$ cat src/rtl/ced_pkg.sv
// Console line editor: shared types, constants and the echo sequence table.
// Used by ced_front, ced_fifo, ced_back and console_line_editor.
// No dependencies.
package ced_pkg;

  // Line store geometry
  localparam int MAX_LINE = 32;
  localparam int CNT_W    = (MAX_LINE > 2) ? $clog2(MAX_LINE) : 1;
  localparam int CAP_W    = 6;
  localparam int CMP_W    = CAP_W + 1;
  localparam int LEN_W    = 5;
  localparam int BYTE_W   = 8;
  localparam int KIND_W   = 2;

  // Command queue depth
  localparam int QDEPTH = 4;
  localparam int QPTR_W = 2;
  localparam int QLVL_W = 3;

  // Configuration register indexes
  localparam logic CFG_ECHO_ENABLE   = 1'b0;
  localparam logic CFG_LINE_CAPACITY = 1'b1;

  // Character codes
  localparam logic [BYTE_W-1:0] CH_CTRL_C = 8'h03;
  localparam logic [BYTE_W-1:0] CH_BS     = 8'h08;
  localparam logic [BYTE_W-1:0] CH_DEL    = 8'h7f;
  localparam logic [BYTE_W-1:0] CH_SPACE  = 8'h20;
  localparam logic [BYTE_W-1:0] CH_CR     = 8'h0d;
  localparam logic [BYTE_W-1:0] CH_LF     = 8'h0a;
  localparam logic [BYTE_W-1:0] CH_CARET  = 8'h5e;
  localparam logic [BYTE_W-1:0] CH_C      = 8'h43;
  localparam logic [BYTE_W-1:0] CH_NUL    = 8'h00;

  // Result kinds
  localparam logic [KIND_W-1:0] K_ECHO   = 2'd0;
  localparam logic [KIND_W-1:0] K_LINE   = 2'd1;
  localparam logic [KIND_W-1:0] K_END    = 2'd2;
  localparam logic [KIND_W-1:0] K_CANCEL = 2'd3;

  // Command operations handed from front to back
  typedef enum logic [1:0] {
    OP_CHAR,
    OP_BS,
    OP_ENTER,
    OP_CANCEL
  } op_t;

  // Back-end sequencer states
  typedef enum logic [1:0] {
    B_IDLE,
    B_SEQ,
    B_LINE,
    B_END
  } back_state_t;

  // One queued command
  typedef struct packed {
    op_t               op;
    logic [BYTE_W-1:0] data;   // character to store / echo
    logic [CNT_W-1:0]  cnt;    // store address for a char, length for enter
    logic              uart;   // line came over the UART only
    logic              echo;   // echo the stored character
  } cmd_t;

  // Queue status seen by front and back
  typedef struct packed {
    logic valid;
    logic full;
  } q_stat_t;

  // One generated result from the echo table
  typedef struct packed {
    logic [KIND_W-1:0] kind;
    logic [BYTE_W-1:0] data;
    logic              last;
  } res_t;

  // Fixed result sequences per operation and step
  function automatic res_t seq_result(op_t op, logic [1:0] step, logic [BYTE_W-1:0] data);
    res_t r;
    r.kind = K_ECHO;
    r.data = CH_NUL;
    r.last = 1'b0;
    case (op)
      OP_CHAR: begin
        r.data = data;
        r.last = 1'b1;
      end
      OP_BS: begin
        r.data = (step == 2'd1) ? CH_SPACE : CH_BS;
        r.last = (step == 2'd2);
      end
      OP_CANCEL: begin
        case (step)
          2'd0: r.data = CH_CARET;
          2'd1: r.data = CH_C;
          2'd2: r.data = CH_LF;
          default: begin
            r.kind = K_CANCEL;
            r.last = 1'b1;
          end
        endcase
      end
      OP_ENTER: r.data = CH_LF;
      default: r.data = CH_NUL;
    endcase
    return r;
  endfunction

endpackage

$ cat src/rtl/ced_front.sv
// Front end: accepts received bytes, tracks line state, queues commands.
// Depends on ced_pkg.
module ced_front (
  input  logic                      clk,
  input  logic                      rst,
  input  logic                      in_valid,
  output logic                      in_ready,
  input  logic [ced_pkg::BYTE_W-1:0] rx_byte,
  input  logic                      via_console,
  input  logic                      echo_enable,
  input  logic [ced_pkg::CAP_W-1:0] line_capacity,
  input  ced_pkg::q_stat_t          q_stat,
  output logic                      push,
  output ced_pkg::cmd_t             push_cmd
);
  import ced_pkg::*;

  logic             previous_was_cr;
  logic [CNT_W-1:0] char_count;
  logic             all_from_uart;

  logic             accept;
  logic             all_next;
  logic             is_enter;
  logic             is_bs;
  logic             drop_lf;
  logic             char_ok;
  logic [CMP_W-1:0] cap_eff;
  logic [CMP_W-1:0] count_plus;

  assign in_ready = !q_stat.full;
  assign accept   = in_valid && in_ready;
  assign all_next = all_from_uart && !via_console;

  // Classification
  assign is_enter   = (rx_byte == CH_CR) || (rx_byte == CH_LF);
  assign is_bs      = (rx_byte == CH_BS) || (rx_byte == CH_DEL);
  assign drop_lf    = (rx_byte == CH_LF) && previous_was_cr && (char_count == '0);
  assign cap_eff    = (CMP_W'(line_capacity) > CMP_W'(MAX_LINE)) ? CMP_W'(MAX_LINE)
                                                                 : CMP_W'(line_capacity);
  assign count_plus = CMP_W'(char_count) + CMP_W'(1);
  assign char_ok    = (rx_byte >= CH_SPACE) && (count_plus < cap_eff);

  // Command build
  always_comb begin
    push          = 1'b0;
    push_cmd.op   = OP_CHAR;
    push_cmd.data = rx_byte;
    push_cmd.cnt  = char_count;
    push_cmd.uart = all_next;
    push_cmd.echo = echo_enable;
    if (accept && !drop_lf) begin
      if (is_enter) begin
        push        = 1'b1;
        push_cmd.op = OP_ENTER;
      end else if (rx_byte == CH_CTRL_C) begin
        push        = 1'b1;
        push_cmd.op = OP_CANCEL;
      end else if (is_bs) begin
        push        = echo_enable && (char_count != '0);
        push_cmd.op = OP_BS;
      end else if (char_ok) begin
        push        = 1'b1;
      end
    end
  end

  // Line state
  always_ff @(posedge clk) begin
    if (rst) begin
      previous_was_cr <= 1'b0;
      char_count      <= '0;
      all_from_uart   <= 1'b1;
    end else if (accept) begin
      previous_was_cr <= drop_lf ? 1'b0 : (rx_byte == CH_CR);
      all_from_uart   <= all_next;
      if (!drop_lf) begin
        if (is_enter || (rx_byte == CH_CTRL_C)) begin
          char_count    <= '0;
          all_from_uart <= 1'b1;
        end else if (is_bs) begin
          if (char_count != '0) begin
            char_count <= CNT_W'(char_count - 1'b1);
          end
        end else if (char_ok) begin
          char_count <= CNT_W'(char_count + 1'b1);
        end
      end
    end
  end

endmodule

$ cat src/rtl/ced_fifo.sv
// Short command queue between front and back ends.
// Depends on ced_pkg.
module ced_fifo (
  input  logic             clk,
  input  logic             rst,
  input  logic             push,
  input  ced_pkg::cmd_t    push_cmd,
  input  logic             pop,
  output ced_pkg::cmd_t    head,
  output ced_pkg::q_stat_t stat
);
  import ced_pkg::*;

  cmd_t              entries [QDEPTH];
  logic [QPTR_W-1:0] wr_ptr;
  logic [QPTR_W-1:0] rd_ptr;
  logic [QLVL_W-1:0] level;

  assign head       = entries[rd_ptr];
  assign stat.valid = (level != '0);
  assign stat.full  = (level == QLVL_W'(QDEPTH));

  // Storage
  always_ff @(posedge clk) begin
    if (push) begin
      entries[wr_ptr] <= push_cmd;
    end
  end

  // Pointers and fill level
  always_ff @(posedge clk) begin
    if (rst) begin
      wr_ptr <= '0;
      rd_ptr <= '0;
      level  <= '0;
    end else begin
      if (push) wr_ptr <= QPTR_W'(wr_ptr + 1'b1);
      if (pop)  rd_ptr <= QPTR_W'(rd_ptr + 1'b1);
      case ({push, pop})
        2'b10:   level <= QLVL_W'(level + 1'b1);
        2'b01:   level <= QLVL_W'(level - 1'b1);
        default: level <= level;
      endcase
    end
  end

endmodule

$ cat src/rtl/ced_back.sv
// Back end: runs queued commands, owns the line store and the output register.
// Depends on ced_pkg.
module ced_back (
  input  logic                       clk,
  input  logic                       rst,
  input  ced_pkg::cmd_t              q_cmd,
  input  ced_pkg::q_stat_t           q_stat,
  output logic                       pop,
  output logic                       out_valid,
  input  logic                       out_ready,
  output logic [ced_pkg::KIND_W-1:0] result_kind,
  output logic [ced_pkg::BYTE_W-1:0] out_byte,
  output logic [ced_pkg::LEN_W-1:0]  line_length,
  output logic                       uart_only,
  output logic                       last
);
  import ced_pkg::*;

  back_state_t       state;
  back_state_t       state_next;
  op_t               op;
  logic [BYTE_W-1:0] data;
  logic [CNT_W-1:0]  cnt;
  logic              uart;
  logic [1:0]        step;
  logic [1:0]        step_next;
  logic [CNT_W-1:0]  idx;
  logic [CNT_W-1:0]  idx_next;
  logic [BYTE_W-1:0] line_store [MAX_LINE];
  logic [BYTE_W-1:0] rd_data;

  logic              slot_free;
  logic              line_done;
  res_t              seq_res;
  logic              emit;
  logic [KIND_W-1:0] e_kind;
  logic [BYTE_W-1:0] e_data;
  logic [LEN_W-1:0]  e_len;
  logic              e_uart;
  logic              e_last;

  assign slot_free = !out_valid || out_ready;
  assign seq_res   = seq_result(op, step, data);
  assign line_done = ((CNT_W + 1)'(idx) + (CNT_W + 1)'(1)) == (CNT_W + 1)'(cnt);
  assign pop       = (state == B_IDLE) && q_stat.valid;

  // Next state
  always_comb begin
    state_next = state;
    case (state)
      B_IDLE: begin
        if (q_stat.valid && !(q_cmd.op == OP_CHAR && !q_cmd.echo)) begin
          state_next = B_SEQ;
        end
      end
      B_SEQ: begin
        if (slot_free) begin
          if (seq_res.last) begin
            state_next = B_IDLE;
          end else if (op == OP_ENTER) begin
            state_next = (cnt == '0) ? B_END : B_LINE;
          end
        end
      end
      B_LINE: begin
        if (slot_free && line_done) state_next = B_END;
      end
      B_END: begin
        if (slot_free) state_next = B_IDLE;
      end
      default: state_next = B_IDLE;
    endcase
  end

  // Result generation and counters
  always_comb begin
    emit      = 1'b0;
    e_kind    = K_ECHO;
    e_data    = CH_NUL;
    e_len     = '0;
    e_uart    = 1'b0;
    e_last    = 1'b0;
    step_next = step;
    idx_next  = idx;
    case (state)
      B_IDLE: begin
        if (q_stat.valid) step_next = '0;
      end
      B_SEQ: begin
        if (slot_free) begin
          emit      = 1'b1;
          e_kind    = seq_res.kind;
          e_data    = seq_res.data;
          e_last    = seq_res.last;
          step_next = 2'(step + 1'b1);
          if (op == OP_ENTER) idx_next = '0;
        end
      end
      B_LINE: begin
        if (slot_free) begin
          emit     = 1'b1;
          e_kind   = K_LINE;
          e_data   = rd_data;
          idx_next = CNT_W'(idx + 1'b1);
        end
      end
      B_END: begin
        if (slot_free) begin
          emit   = 1'b1;
          e_kind = K_END;
          e_len  = LEN_W'(cnt);
          e_uart = uart;
          e_last = 1'b1;
        end
      end
      default: emit = 1'b0;
    endcase
  end

  // Control registers
  always_ff @(posedge clk) begin
    if (rst) begin
      state     <= B_IDLE;
      step      <= '0;
      idx       <= '0;
      out_valid <= 1'b0;
    end else begin
      state     <= state_next;
      step      <= step_next;
      idx       <= idx_next;
      out_valid <= emit || (out_valid && !out_ready);
    end
  end

  // Command capture
  always_ff @(posedge clk) begin
    if (pop) begin
      op   <= q_cmd.op;
      data <= q_cmd.data;
      cnt  <= q_cmd.cnt;
      uart <= q_cmd.uart;
    end
  end

  // Line store: one write port, one registered read port ahead of the sequencer
  always_ff @(posedge clk) begin
    if (pop && (q_cmd.op == OP_CHAR)) begin
      line_store[q_cmd.cnt] <= q_cmd.data;
    end
    rd_data <= line_store[idx_next];
  end

  // Output register
  always_ff @(posedge clk) begin
    if (emit) begin
      result_kind <= e_kind;
      out_byte    <= e_data;
      line_length <= e_len;
      uart_only   <= e_uart;
      last        <= e_last;
    end
  end

endmodule

$ cat src/rtl/console_line_editor.sv
// Console line editor top level: config registers, front end, queue, back end.
// Depends on ced_pkg, ced_front, ced_fifo, ced_back.
// Path: a byte is written into the queue, captured by the back end, then leaves the output register.
// Throughput: one result per cycle from the back-end sequencer while the output is not stalled;
// a command is popped only when the sequencer is idle. Enter gives LF, the stored characters, then the line end.
// Reset: clears line state, queue and sequencer; the line store is not cleared.
module console_line_editor (
  input  logic                       clk,
  input  logic                       rst,
  // Received bytes
  input  logic                       s_tvalid,
  output logic                       s_tready,
  input  logic [7:0]                 s_tdata,   // [7:0] rx_byte
  input  logic                       s_tuser,   // [0] via_console
  // Results
  output logic                       m_tvalid,
  input  logic                       m_tready,
  output logic [15:0]                m_tdata,   // [7:0] out_byte, [12:8] line_length,
                                                // [13] uart_only, [15:14] zero
  output logic [1:0]                 m_tuser,   // [1:0] result_kind
  output logic                       m_tlast,   // last
  // Configuration writes
  input  logic                       cfg_we,
  input  logic                       cfg_index,
  input  logic [ced_pkg::CAP_W-1:0]  cfg_wdata
);
  import ced_pkg::*;

  logic             echo_enable;
  logic [CAP_W-1:0] line_capacity;
  logic             push;
  cmd_t             push_cmd;
  cmd_t             q_head;
  q_stat_t          q_stat;
  logic             pop;
  logic [BYTE_W-1:0] out_byte;
  logic [LEN_W-1:0]  line_length;
  logic              uart_only;

  // Configuration registers
  always_ff @(posedge clk) begin
    if (rst) begin
      echo_enable   <= 1'b0;
      line_capacity <= CAP_W'(32);
    end else if (cfg_we) begin
      case (cfg_index)
        CFG_ECHO_ENABLE:   echo_enable   <= cfg_wdata[0];
        CFG_LINE_CAPACITY: line_capacity <= cfg_wdata;
        default:           echo_enable   <= echo_enable;
      endcase
    end
  end

  ced_front u_front (
    .clk           (clk),
    .rst           (rst),
    .in_valid      (s_tvalid),
    .in_ready      (s_tready),
    .rx_byte       (s_tdata),
    .via_console   (s_tuser),
    .echo_enable   (echo_enable),
    .line_capacity (line_capacity),
    .q_stat        (q_stat),
    .push          (push),
    .push_cmd      (push_cmd)
  );

  ced_fifo u_fifo (
    .clk      (clk),
    .rst      (rst),
    .push     (push),
    .push_cmd (push_cmd),
    .pop      (pop),
    .head     (q_head),
    .stat     (q_stat)
  );

  ced_back u_back (
    .clk         (clk),
    .rst         (rst),
    .q_cmd       (q_head),
    .q_stat      (q_stat),
    .pop         (pop),
    .out_valid   (m_tvalid),
    .out_ready   (m_tready),
    .result_kind (m_tuser),
    .out_byte    (out_byte),
    .line_length (line_length),
    .uart_only   (uart_only),
    .last        (m_tlast)
  );

  assign m_tdata = {2'b00, uart_only, line_length, out_byte};

  // Line end and cancel always close the run of results for a byte
  a_end_is_last: assert property (@(posedge clk) disable iff (rst)
    m_tvalid && (m_tuser == K_END || m_tuser == K_CANCEL) |-> m_tlast)
    else $error("line end or cancel result without last");

  // Line bytes are always followed by the line end marker
  a_line_not_last: assert property (@(posedge clk) disable iff (rst)
    m_tvalid && (m_tuser == K_LINE) |-> !m_tlast)
    else $error("line byte marked last");

  // Length and uart flag only carried by the line end marker
  a_len_only_at_end: assert property (@(posedge clk) disable iff (rst)
    m_tvalid && (m_tuser != K_END) |-> (m_tdata[13:8] == 6'd0))
    else $error("length or uart flag set outside line end");

  // Queue never takes a command while full
  a_no_overflow: assert property (@(posedge clk) disable iff (rst)
    push |-> !q_stat.full)
    else $error("command queue overflow");

endmodule

$ cat config.mk
export PLATFORM = sky130hd
export DESIGN_NAME = console_line_editor
export DESIGN_NICKNAME = d
export VERILOG_FILES = /design/src/rtl/ced_pkg.sv /design/src/rtl/ced_front.sv /design/src/rtl/ced_fifo.sv /design/src/rtl/ced_back.sv /design/src/rtl/console_line_editor.sv
export SDC_FILE = /design/constraint.sdc
export NUM_CORES = 1
export LEC_CHECK = 0
export BUFFER_PORTS_ARGS = -buffer_cell sky130_fd_sc_hd__buf_2
export CAP_MARGIN = 15
export CORE_MARGIN = 8
export CORE_UTILIZATION = 30
export CTS_BUF_LIST = sky130_fd_sc_hd__clkbuf_2
export DETAILED_ROUTE_END_ITERATION = 10
export PLACE_DENSITY = 0.46
export SLEW_MARGIN = 20
export SYNTH_ARGS = -nofsm -noshare
export SYNTH_HDL_FRONTEND = slang
export SYNTH_HIERARCHICAL = 1
export SYNTH_SLANG_ARGS = --single-unit
$ cat constraint.sdc
create_clock -name clk -period 9.6 [get_ports clk]
set_input_delay 0.96 -clock clk [delete_from_list [all_inputs] [get_ports clk]]
set_output_delay 0.96 -clock clk [all_outputs]
set_load 0.005 [all_outputs]
==> impl_metrics.py, run 1 <==
metrics = {
    "status": {
        "status": "completed",
    },
    "run": {
        "drv_cap": 0,
    },
    "min_path": {
        "worstHoldPathCells": 1,
        "hold_end": "u_fifo/entries[1][11]$_DFFE_PP_",
        "hp-class": "in -> reg",
        "min_from": "s_tdata[4]",
    },
    "timing": {
        "slew_viol_final": 0,
        "fin_worst_skew_ps": 116,
        "whs_ps": 185,
        "timing.slew.headroom": 0.281,
        "fmax_ghz": 0.247,
        "worstMarginPinSlew_ps": 1080,
        "setup_viol": 0,
        "fin_crit_sh": 0.422,
        "fin_setup_tns_ps": 0,
        "finalCriticalPeriod_ps": 4050,
        "hold_violations": 0,
        "rsz0062_at_grt": "false",
    },
    "synth": {
        "netlist_top_cells_area": "edfxtp_1 (64%), mux2i_1 (5.5%), dfxtp_1 (4.9%), nand2_1 (3.1%), ha_1 (1.9%)",
        "synth_seq_cells": 398,
        "yosys_warnings": 6,
        "post_synth.cell_area_avg_um2": 14.6,
        "synthCells": 1151,
        "synth_cell_types": 81,
        "synth_top_area_frac": 0.639,
        "synth_edf_count": 357,
        "synth_top_area_cell": "edfxtp_1",
        "syn-cell-area_mm2": 0.0168,
        "async_flop_share": 0,
        "yosysSeqAreaShare": 0.688,
        "synth_flop_cell": "edfxtp_1",
    },
    "floorplan": {
        "die_y_um": 252,
        "rows": 86,
        "core_area_mm2": 0.0552,
        "dieArea_mm2": 0.0637,
        "die_w_um": 252,
        "start_util": 0.304,
        "io_pins": 42,
    },
    "clocking": {
        "clock_latency_ps": 1080,
        "hold_buffers": 9,
        "postCtsSetupBuffers": 0,
        "htree_levels": 3,
        "clockBufferDepth": 3,
        "path_clk_slew_ps": 100,
        "root_buffer": "clkbuf_2",
        "cts.sinks": 398,
        "cts_resized": 0,
        "cts_tree": "done",
        "numCtsBuffers": 105,
    },
    "finish": {
        "nets": 1303,
        "final_core_utilization": 0.337,
        "n_fill_cell": 5478,
        "syn2layout_area_growth_pct": 11.0,
        "final_area_mm2": 0.0186,
        "drive_gt1_frac": 0.191,
    },
    "power": {
        "cellPowerDensity_mw_per_mm2": 224,
        "ir_drop_mv": 0.0991,
        "p_leak_nw": 6.66,
    },
    "drt": {
        "drc": 0,
        "firstDrtPassIters": 5,
        "antenna_left": 0,
        "wl_um": 41400,
        "post_drt_wl_per_cell_um": 19.9,
        "drt_iter0_markers": 666,
        "num_vias": 9978,
        "routed_via_density": 4.80,
    },
    "worst_setup_path": {
        "crit_start": "u_front/char_count[0]$_SDFFE_PP0P_",
        "cp.required_ps": 10580,
        "timing.rr.end": "u_fifo/level[2]$_SDFFE_PP0P_",
        "worstPathArrival_ps": 5030,
        "worstSetupEndpointType": "register",
        "r2r_slack_ps": 5550,
        "startpoint_type": "register",
        "worst-setup-path-type": "reg -> reg",
        "r2r-start": "u_front/char_count[0]$_SDFFE_PP0P_",
        "crit_fanout": 12,
        "rr_worst_depth": 14,
    },
    "place": {
        "io_buffers": 39,
        "dp_hpwl_um": 24800,
        "place_congestion": 0.772,
        "place_area_mm2": 0.0176,
    },
    "global_routing": {
        "grt_max_degree": 71,
        "grt_pass1_wl_um": 62400,
        "grtUsageTotal": 0.129,
        "antenna_found_initial": 3,
        "grt_overflow": 0,
        "grt_pass1_vias": 10124,
    },
}
[layout by cell type (no fill, tap or decap), types with 4 or more instances in the layout]
cell,n
a21bo_1,4
a21oi_1,22
a21oi_2,5
a221oi_1,8
a32oi_1,15
and2_1,11
and3_1,8
buf_2,39
buf_4,12
clkbuf_2,155
clkinv_1,18
dfxtp_1,41
dlygate4sd3_1,9
edfxtp_1,357
ha_1,25
inv_1,17
mux2i_1,92
mux4_1,7
mux4_2,12
nand2_1,140
nand2b_1,11
nand3_1,57
nand3b_1,4
nand4_1,26
nor2_1,73
nor2b_1,7
nor3_1,11
o2111ai_1,7
o211ai_1,4
o21ai_0,24
o21ai_1,5
o31ai_1,4
or3_1,8
xnor2_1,10
xor2_1,7
[critical path, cell delays in order, from the launching register on]
cell	delay, ps
dfxtp_1	600
inv_1	160
ha_1	340
ha_1	200
nor4bb_1	270
o21ai_1	120
a31oi_2	270
o21ai_1	100
a21oi_1	440
inv_1	190
ha_1	290
fa_1	400
xnor2_1	150
or3_1	300
a21oi_1	140
[metal layers]
| layer | wire, um | up-vias | GRT usage | part of all wire |
|---|---|---|---|---|
| li1 | - | 4658 | - | - |
| met1 | 19000 | 4991 | 0.173 | 0.46 |
| met2 | 19300 | 258 | 0.203 | 0.47 |
| met3 | 2130 | 71 | 0.0283 | 0.051 |
| met4 | 920 | 0 | 0.0488 | 0.022 |
| met5 | 0 | - | 0 | 0 |
[cell type report]
type                            instances  area [um2]  area share
Antenna cell                            2        5.00    0.000269
Clock buffer                          155         776      0.0416
Clock inverter                         27         130     0.00699
Inverter                               18        67.6     0.00363
Multi-Input combinational cell        672        4800       0.257
Sequential cell                       398       11500       0.620
Tap cell                              748         936      0.0502
Timing Repair Buffer                   60         375      0.0202
[power breakdown]
| group | switching [mW] | internal [mW] |
|---|---|---|
| Combinational | 0.553 | 0.226 |
| Clock | 0.696 | 0.434 |
| Sequential | 0.0688 | 2.20 |
| Total | 1.32 | 2.86 |
[state kept, by name, indices dropped and copies added (netlist names), 2 cells and up, named ones only]
signal / count
line_capacity: 6
u_back/cnt: 5
u_back/data: 8
u_back/idx: 5
u_back/line_length: 5
u_back/line_store: 256
u_back/op: 2
u_back/out_byte: 8
u_back/rd_data: 8
u_back/result_kind: 2
u_back/step: 2
u_fifo/entries: 68
u_fifo/level: 3
u_fifo/rd_ptr: 2
u_fifo/wr_ptr: 2
u_front/char_count: 5
[per-stage QoR]
step / cells / power (mW) / setup slack [ps]
after floorplan: 1152 / 2.78 / 6200
after global placement: 1887 / 3.08 / 5080
after detailed placement: 1887 / 3.10 / 5110
after CTS: 2078 / 4.26 / 5460
after global routing: 2080 / 4.40 / 5230
final: 2080 / 4.18 / 5550
[worst max path at each step]
stage	end	slack [ps]	depth (start not counted)
after floorplan	u_fifo/level[2]$_SDFFE_PP0P_	6200	14
after global placement	u_back/rd_data[6]$_DFF_P_	5080	9
after detailed placement	u_back/rd_data[6]$_DFF_P_	5110	9
after CTS	u_fifo/level[2]$_SDFFE_PP0P_	5460	14
after global routing	u_fifo/level[2]$_SDFFE_PP0P_	5230	14
final	u_fifo/level[2]$_SDFFE_PP0P_	5550	14
[kinds of logic after synthesis]
| group | Yosys count | synth area share |
|---|---|---|
| DFF | 398 | 0.688 |
| muxes | 114 | 0.0840 |
| AOI/OAI and AO/OA | 138 | 0.0644 |
| other | 1 | 0.000224 |
| and+or+nand+nor | 374 | 0.106 |
| buffers and inverters | 82 | 0.0276 |
| adders and majority gates | 27 | 0.0210 |
| xor gates and xnor gates | 17 | 0.00888 |
[synth_stat cells (3+ instances only)]
| master | instances |
|---|---|
| a211oi_1 | 3 |
| a21bo_1 | 4 |
| a21o_1 | 3 |
| a21oi_1 | 22 |
| a21oi_2 | 5 |
| a221oi_1 | 8 |
| a22oi_1 | 3 |
| a31oi_1 | 3 |
| a32oi_1 | 15 |
| and2_1 | 11 |
| and3_1 | 8 |
| buf_2 | 27 |
| buf_4 | 20 |
| buf_6 | 4 |
| clkbuf_1 | 10 |
| dfxtp_1 | 41 |
| edfxtp_1 | 357 |
| ha_1 | 25 |
| inv_1 | 17 |
| mux2i_1 | 92 |
| mux4_1 | 7 |
| mux4_2 | 12 |
| nand2_1 | 140 |
| nand2b_1 | 11 |
| nand3_1 | 57 |
| nand3b_1 | 4 |
| nand4_1 | 26 |
| nor2_1 | 76 |
| nor2b_1 | 7 |
| nor3_1 | 11 |
| o2111ai_1 | 7 |
| o211ai_1 | 4 |
| o21a_1 | 3 |
| o21ai_0 | 24 |
| o21ai_1 | 5 |
| o31ai_1 | 4 |
| or3_1 | 8 |
| xnor2_1 | 10 |
| xor2_1 | 7 |
(Power assumes the default switching activity.)
==> run 2: changes to the inputs <==
- clock period: 9.6 -> 4 ns (I/O delays scaled with it)
==> impl_metrics.py, run 2 (same netlist as run 1, synthesis figures left out) <==
metrics = {
    "status": {
        "status": "completed",
    },
    "finish": {
        "nets": 1388,
        "largest-register": "u_back/line_store",
        "multi_input_area_mm2": 0.00479,
        "largest_register_ffs": 256,
        "regArea_mm2": 0.0115,
        "reg_top3": "u_back/line_store x256, u_fifo/entries x68",
        "final_cell_mix": "edfxtp_1 (357), clkbuf_2 (165), nand2_1 (140), mux2i_1 (92), nor2_1 (74)",
        "n_fill_cell": 5396,
        "syn2layout_area_growth_pct": 15.8,
        "mostFrequentLayoutCell": "edfxtp_1",
        "drive_gt1_frac": 0.222,
    },
    "worst_setup_path": {
        "timing.rr.end": "u_fifo/level[2]$_SDFFE_PP0P_",
        "crit_start": "u_front/char_count[0]$_SDFFE_PP0P_",
        "r2r_slack_ps": 400,
        "rr_worst_depth": 15,
        "worstSetupEndpointType": "register",
        "crit_path_max_incr_delay_ps": 540,
        "crit_top_cell": "ha_1",
        "endpoint": "u_fifo/level[2]$_SDFFE_PP0P_",
        "r2r-start": "u_front/char_count[0]$_SDFFE_PP0P_",
        "worst-setup-path-type": "reg -> reg",
        "startpoint_type": "register",
        "cp_slowest_cell": "dfxtp_1",
        "path_cells": "inv_1, ha_1, ha_1, nor4bb_1, o21ai_1, a31oi_2, o21ai_1, a21oi_1, buf_4, inv_1, ha_1, fa_1, xnor2_1, or3_1, a21oi_1",
        "worstPathArrival_ps": 4610,
        "cp.required_ps": 5020,
        "crit_fanout": 12,
    },
    "power": {
        "cellPowerDensity_mw_per_mm2": 521,
        "ir_drop_mv": 0.198,
        "p_leak_nw": 7.14,
    },
    "clocking": {
        "htree_levels": 3,
        "postCtsSetupBuffers": 0,
        "clock_latency_ps": 1090,
        "numCtsBuffers": 102,
        "cts.sinks": 398,
        "root_buffer": "clkbuf_2",
        "clockBufferDepth": 3,
        "cts_tree": "done",
        "cts_resized": 0,
        "path_clk_slew_ps": 90,
    },
    "global_routing": {
        "met1_usage": 0.164,
        "grt_pass1_wl_um": 64000,
        "busiest_layer": "met2",
        "grt_pass1_vias": 10599,
        "grt_overflow": 0,
        "antenna_found_initial": 3,
        "grtUsageTotal": 0.132,
        "grt_max_degree": 52,
        "use_met2": 0.219,
        "gr-usage-met3": 0.0366,
    },
    "drt": {
        "drc": 0,
        "routed_via_density": 4.68,
        "wl_um": 41900,
        "firstDrtPassIters": 5,
        "drt_iter0_markers": 622,
        "num_vias": 10171,
        "post_drt_wl_per_cell_um": 19.3,
        "antenna_left": 0,
    },
    "place": {
        "pre_cts_ws_ps": 412,
        "io_buffers": 39,
        "dp_hpwl_um": 26500,
        "place_congestion": 0.813,
    },
    "timing": {
        "slew_viol_final": 0,
        "setup_ws_ps": 404,
        "setup_viol": 0,
        "fmax_ghz": 0.278,
        "timing.slew.headroom": 0.287,
        "hold_violations": 0,
        "fin_worst_skew_ps": 145,
        "worstMarginPinSlew_ps": 1070,
        "fin_crit_sh": 0.899,
        "finalCriticalPeriod_ps": 3600,
        "fin_setup_tns_ps": 0,
        "rsz0062_at_grt": "false",
    },
    "min_path": {
        "hp-class": "in -> reg",
    },
    "floorplan": {
        "core_area_mm2": 0.0552,
        "die_w_um": 252,
        "start_util": 0.304,
        "die_y_um": 252,
        "io_pins": 42,
        "dieArea_mm2": 0.0637,
        "rows": 86,
    },
    "run": {
        "drv_cap": 0,
    },
}
[run 2: changes by cell type in the layout (fill, tap and decap cells not counted), sizes merged]
cell / before / now
clkinvlp: 3 / 0
diode: 2 / 5
dlygate4sd3: 9 / 43
clkinv: 21 / 16
clkbuf: 155 / 165
inv: 21 / 22
buf: 51 / 105
[run 2: how the worst min path moves through the flow]
| stage | from | end | slack [ps] | cells after the start |
|---|---|---|---|---|
| 2_1_floorplan | u_front/all_from_uart$_SDFFE_PP1P_ | u_front/all_from_uart$_SDFFE_PP1P_ | 430 | 1 |
| 3_3_place_gp | u_front/all_from_uart$_SDFFE_PP1P_ | u_front/all_from_uart$_SDFFE_PP1P_ | 440 | 1 |
| 3_5_place_dp | u_front/all_from_uart$_SDFFE_PP1P_ | u_front/all_from_uart$_SDFFE_PP1P_ | 450 | 1 |
| 4_1_cts | s_tdata[4] | u_fifo/entries[2][11]$_DFFE_PP_ | 5 | 2 |
| 5_1_grt | s_tdata[1] | u_fifo/entries[1][8]$_DFFE_PP_ | 40 | 2 |
| 6_report | s_tdata[2] | u_fifo/entries[1][9]$_DFFE_PP_ | 180 | 2 |
[run 2: layout make-up]
cell class | count | area share
tap | 748 | 0.0482
clock buffer | 165 | 0.0425
sequential | 398 | 0.594
multi-input combinational | 672 | 0.247
timing repair buffer | 148 | 0.0596
inverter | 18 | 0.00348
antenna | 5 | 0.000644
clock inverter | 20 | 0.00496
[run 2: per-stage QoR]
step / power [mW] / utilization / area (um2) / instances / hold WS [ps]
global route: 10.7 / 0.352 / 19400 / 2172 / 37.8
CTS: 10.3 / 0.352 / 19400 / 2169 / 4.61
floorplan: 6.67 / - / 16800 / 1152 / 427
global placement: 7.49 / 0.327 / 18100 / 1941 / 442
finish: 10.1 / 0.352 / 19400 / 2174 / 176
detailed placement: 7.52 / 0.327 / 18100 / 1941 / 453
[run 2: per-layer routing]
metal / wire [um] / up-vias / share of wire
li1: - / 4823 / -
met1: 18800 / 5055 / 0.45
met2: 20200 / 215 / 0.48
met3: 2030 / 78 / 0.049
met4: 881 / 0 / 0.021
met5: 0 / - / 0
[run 2: critical path: cells and delay by family (launching register included)]
kind                       cells  cell delay, ps
AOI/OAI and AO/OA              5             770
adders and majority gates      4            1130
DFF                            1             540
and+or+nand+nor                2             590
xor gates and xnor gates       1             140
buffers and inverters          3             360
[run 2: what timing repair did]
| action | CTS | global route |
|---|---|---|
| setup endpoints to repair | 0 | 0 |
| hold buffers | 43 | 0 |
| endpoints found under the hold margin | 81 | 0 |
[run 2: where the power goes]
group	switching (mW)	total [mW]	internal, mW	leakage [nW]
sequential	0.178	5.45	5.27	3.59
combinational	1.35	1.96	0.604	2.81
clock	1.64	2.73	1.09	0.735
total	3.17	10.1	6.97	7.14
==> run 3: changes to the inputs <==
- clock period: 4 -> 3.76 ns (I/O delays scaled with it)
==> impl_metrics.py, run 3 (same netlist as run 1, synthesis figures left out) <==
metrics = {
    "place": {
        "dpl.cell_count": 1950,
        "place_congestion": 0.790,
        "dp_hpwl_um": 27000,
        "io_buffers": 39,
    },
    "drt": {
        "routed_via_density": 4.76,
        "drt_iter0_markers": 679,
        "post_drt_wl_per_cell_um": 19.4,
        "wl_um": 42500,
        "drc": 0,
        "num_vias": 10411,
        "antenna_left": 0,
        "firstDrtPassIters": 5,
    },
    "power": {
        "p_leak_nw": 7.16,
        "clkPwrFrac": 0.267,
        "p_sw_mw": 3.42,
        "power_frac_seq": 0.538,
        "cellPowerDensity_mw_per_mm2": 553,
        "sw_frac_of_total": 0.317,
        "internal_power_mw": 7.37,
        "ir_drop_mv": 0.198,
        "comb_power_share": 0.195,
    },
    "finish": {
        "n_fill_cell": 5396,
        "final_cell_mix": "edfxtp_1 (357), clkbuf_2 (152), nand2_1 (140), mux2i_1 (92), nor2_1 (74)",
        "instances_no_fill": 2185,
        "largest_register_ffs": 256,
        "syn2layout_area_growth_pct": 16.3,
        "reg_top3": "u_back/line_store x256, u_fifo/entries x68",
        "mostFrequentLayoutCell": "edfxtp_1",
        "nets": 1398,
        "drive_gt1_frac": 0.220,
        "largest-register": "u_back/line_store",
    },
    "floorplan": {
        "start_util": 0.304,
        "core_area_mm2": 0.0552,
        "io_pins": 42,
        "rows": 86,
        "die_w_um": 252,
        "die_y_um": 252,
        "dieArea_mm2": 0.0637,
    },
    "worst_setup_path": {
        "crit_top_cell": "a21oi_1",
        "crit_fanout": 11,
        "worst-setup-path-type": "reg -> reg",
        "r2r_slack_ps": 480,
        "cp.required_ps": 4760,
        "crit_path_max_incr_delay_ps": 570,
        "worstSetupEndpointType": "register",
        "path_cells": "nand3_1, xnor2_1, ha_1, a21oi_1, o21ai_1, a31oi_2, o21ai_1, a21oi_1, inv_1, ha_1, fa_1, xnor2_1, or3_1, a21oi_1",
        "worstPathArrival_ps": 4280,
        "cp_slowest_cell": "dfxtp_1",
        "startpoint_type": "register",
    },
    "clocking": {
        "cts_tree": "done",
        "postCtsSetupBuffers": 0,
        "cts_resized": 0,
        "htree_levels": 3,
        "numCtsBuffers": 102,
        "root_buffer": "clkbuf_2",
        "cts.sinks": 398,
        "path_clk_slew_ps": 100,
        "hold_buffers": 44,
        "clockBufferDepth": 3,
        "clock_latency_ps": 1100,
    },
    "timing": {
        "whs_ps": 171,
        "setup_viol": 0,
        "worstMarginPinSlew_ps": 1010,
        "slew_viol_final": 0,
        "fmax_ghz": 0.305,
        "rsz0062_at_grt": "false",
        "fin_worst_skew_ps": 147,
        "fin_setup_tns_ps": 0,
        "finalCriticalPeriod_ps": 3280,
        "fin_crit_sh": 0.873,
        "hold_violations": 0,
        "timing.slew.headroom": 0.326,
    },
    "run": {
        "drv_cap": 0,
    },
    "global_routing": {
        "antenna_found_initial": 3,
        "grt_overflow": 0,
        "grtUsageTotal": 0.133,
        "grt_max_degree": 50,
        "grt_pass1_wl_um": 64600,
        "grt_pass1_vias": 10562,
    },
    "status": {
        "status": "completed",
    },
    "min_path": {
        "hp-class": "in -> reg",
    },
}
## run 3: cell types whose count changed in the layout (fill, tap and decap cells not counted), sizes merged
cell / change
diode: -3
clkbuf: -13
dlygate4sd3: +1
clkinvlp: +1
clkinv: +16
buf: +9
## run 3: area by class of cell
| cell class | instances | area (um2) | share of cell area |
|---|---|---|---|
| timing repair buffer | 158 | 1240 | 0.0634 |
| clock buffer | 152 | 761 | 0.0390 |
| clock inverter | 37 | 164 | 0.00840 |
| multi-input combinational | 672 | 4790 | 0.246 |
| tap | 748 | 936 | 0.0480 |
| sequential | 398 | 11500 | 0.592 |
| inverter | 18 | 67.6 | 0.00346 |
| antenna | 2 | 5.00 | 0.000257 |
## run 3: worst paths after layout
path / startpoint / endpoint / cells past startpoint
worst min-delay path: s_tdata[0] / u_fifo/entries[3][7]$_DFFE_PP_ / 2
worst min register to register: u_fifo/level[2]$_SDFFE_PP0P_ / u_fifo/level[2]$_SDFFE_PP0P_ / 2
worst max register to register: u_front/char_count[2]$_SDFFE_PP0P_ / u_fifo/level[2]$_SDFFE_PP0P_ / 14
worst max-delay path: u_front/char_count[2]$_SDFFE_PP0P_ / u_fifo/level[2]$_SDFFE_PP0P_ / 14
## run 3: worst max-delay path: cells and delay by family, from the launching register on
| kind | cells | cell delay, ps |
|---|---|---|
| adder cells (fa/ha/maj) | 3 | 920 |
| AO/OA/AOI/OAI | 6 | 900 |
| flip-flops | 1 | 570 |
| AND/OR/NAND/NOR | 2 | 460 |
| XOR/XNOR | 2 | 290 |
| buffers and inverters | 1 | 70 |
## run 3: metrics by stage
step,power [mW],setup WS (ps),instance area [um2],utilization
final,10.8,479,19500,0.353
after global routing,11.4,248,19500,0.353
after CTS,11.0,462,19500,0.353
after detailed placement,8.02,493,18100,0.328
after global placement,8.00,521,18100,0.328
after floorplan,7.10,360,16800,-
## run 3: power groups by stage
stage          sequential [mW]  combinational [mW]  clock (mW)
4_1_cts                   5.81                2.15        3.04
2_1_floorplan             5.81                1.29           0
5_1_grt                   5.84                2.30        3.25
3_5_place_dp              5.91                2.11           0
6_report                  5.80                2.10        2.89
3_3_place_gp              5.90                2.10           0
## run 3: metal layers
metal / vias up / part of all wire / global-route usage
met1: 5179 / 0.44 / 0.170
met5: - / 0 / 0
li1: 4872 / - / -
met4: 0 / 0.029 / 0.0529
met3: 86 / 0.053 / 0.0328
met2: 274 / 0.48 / 0.216
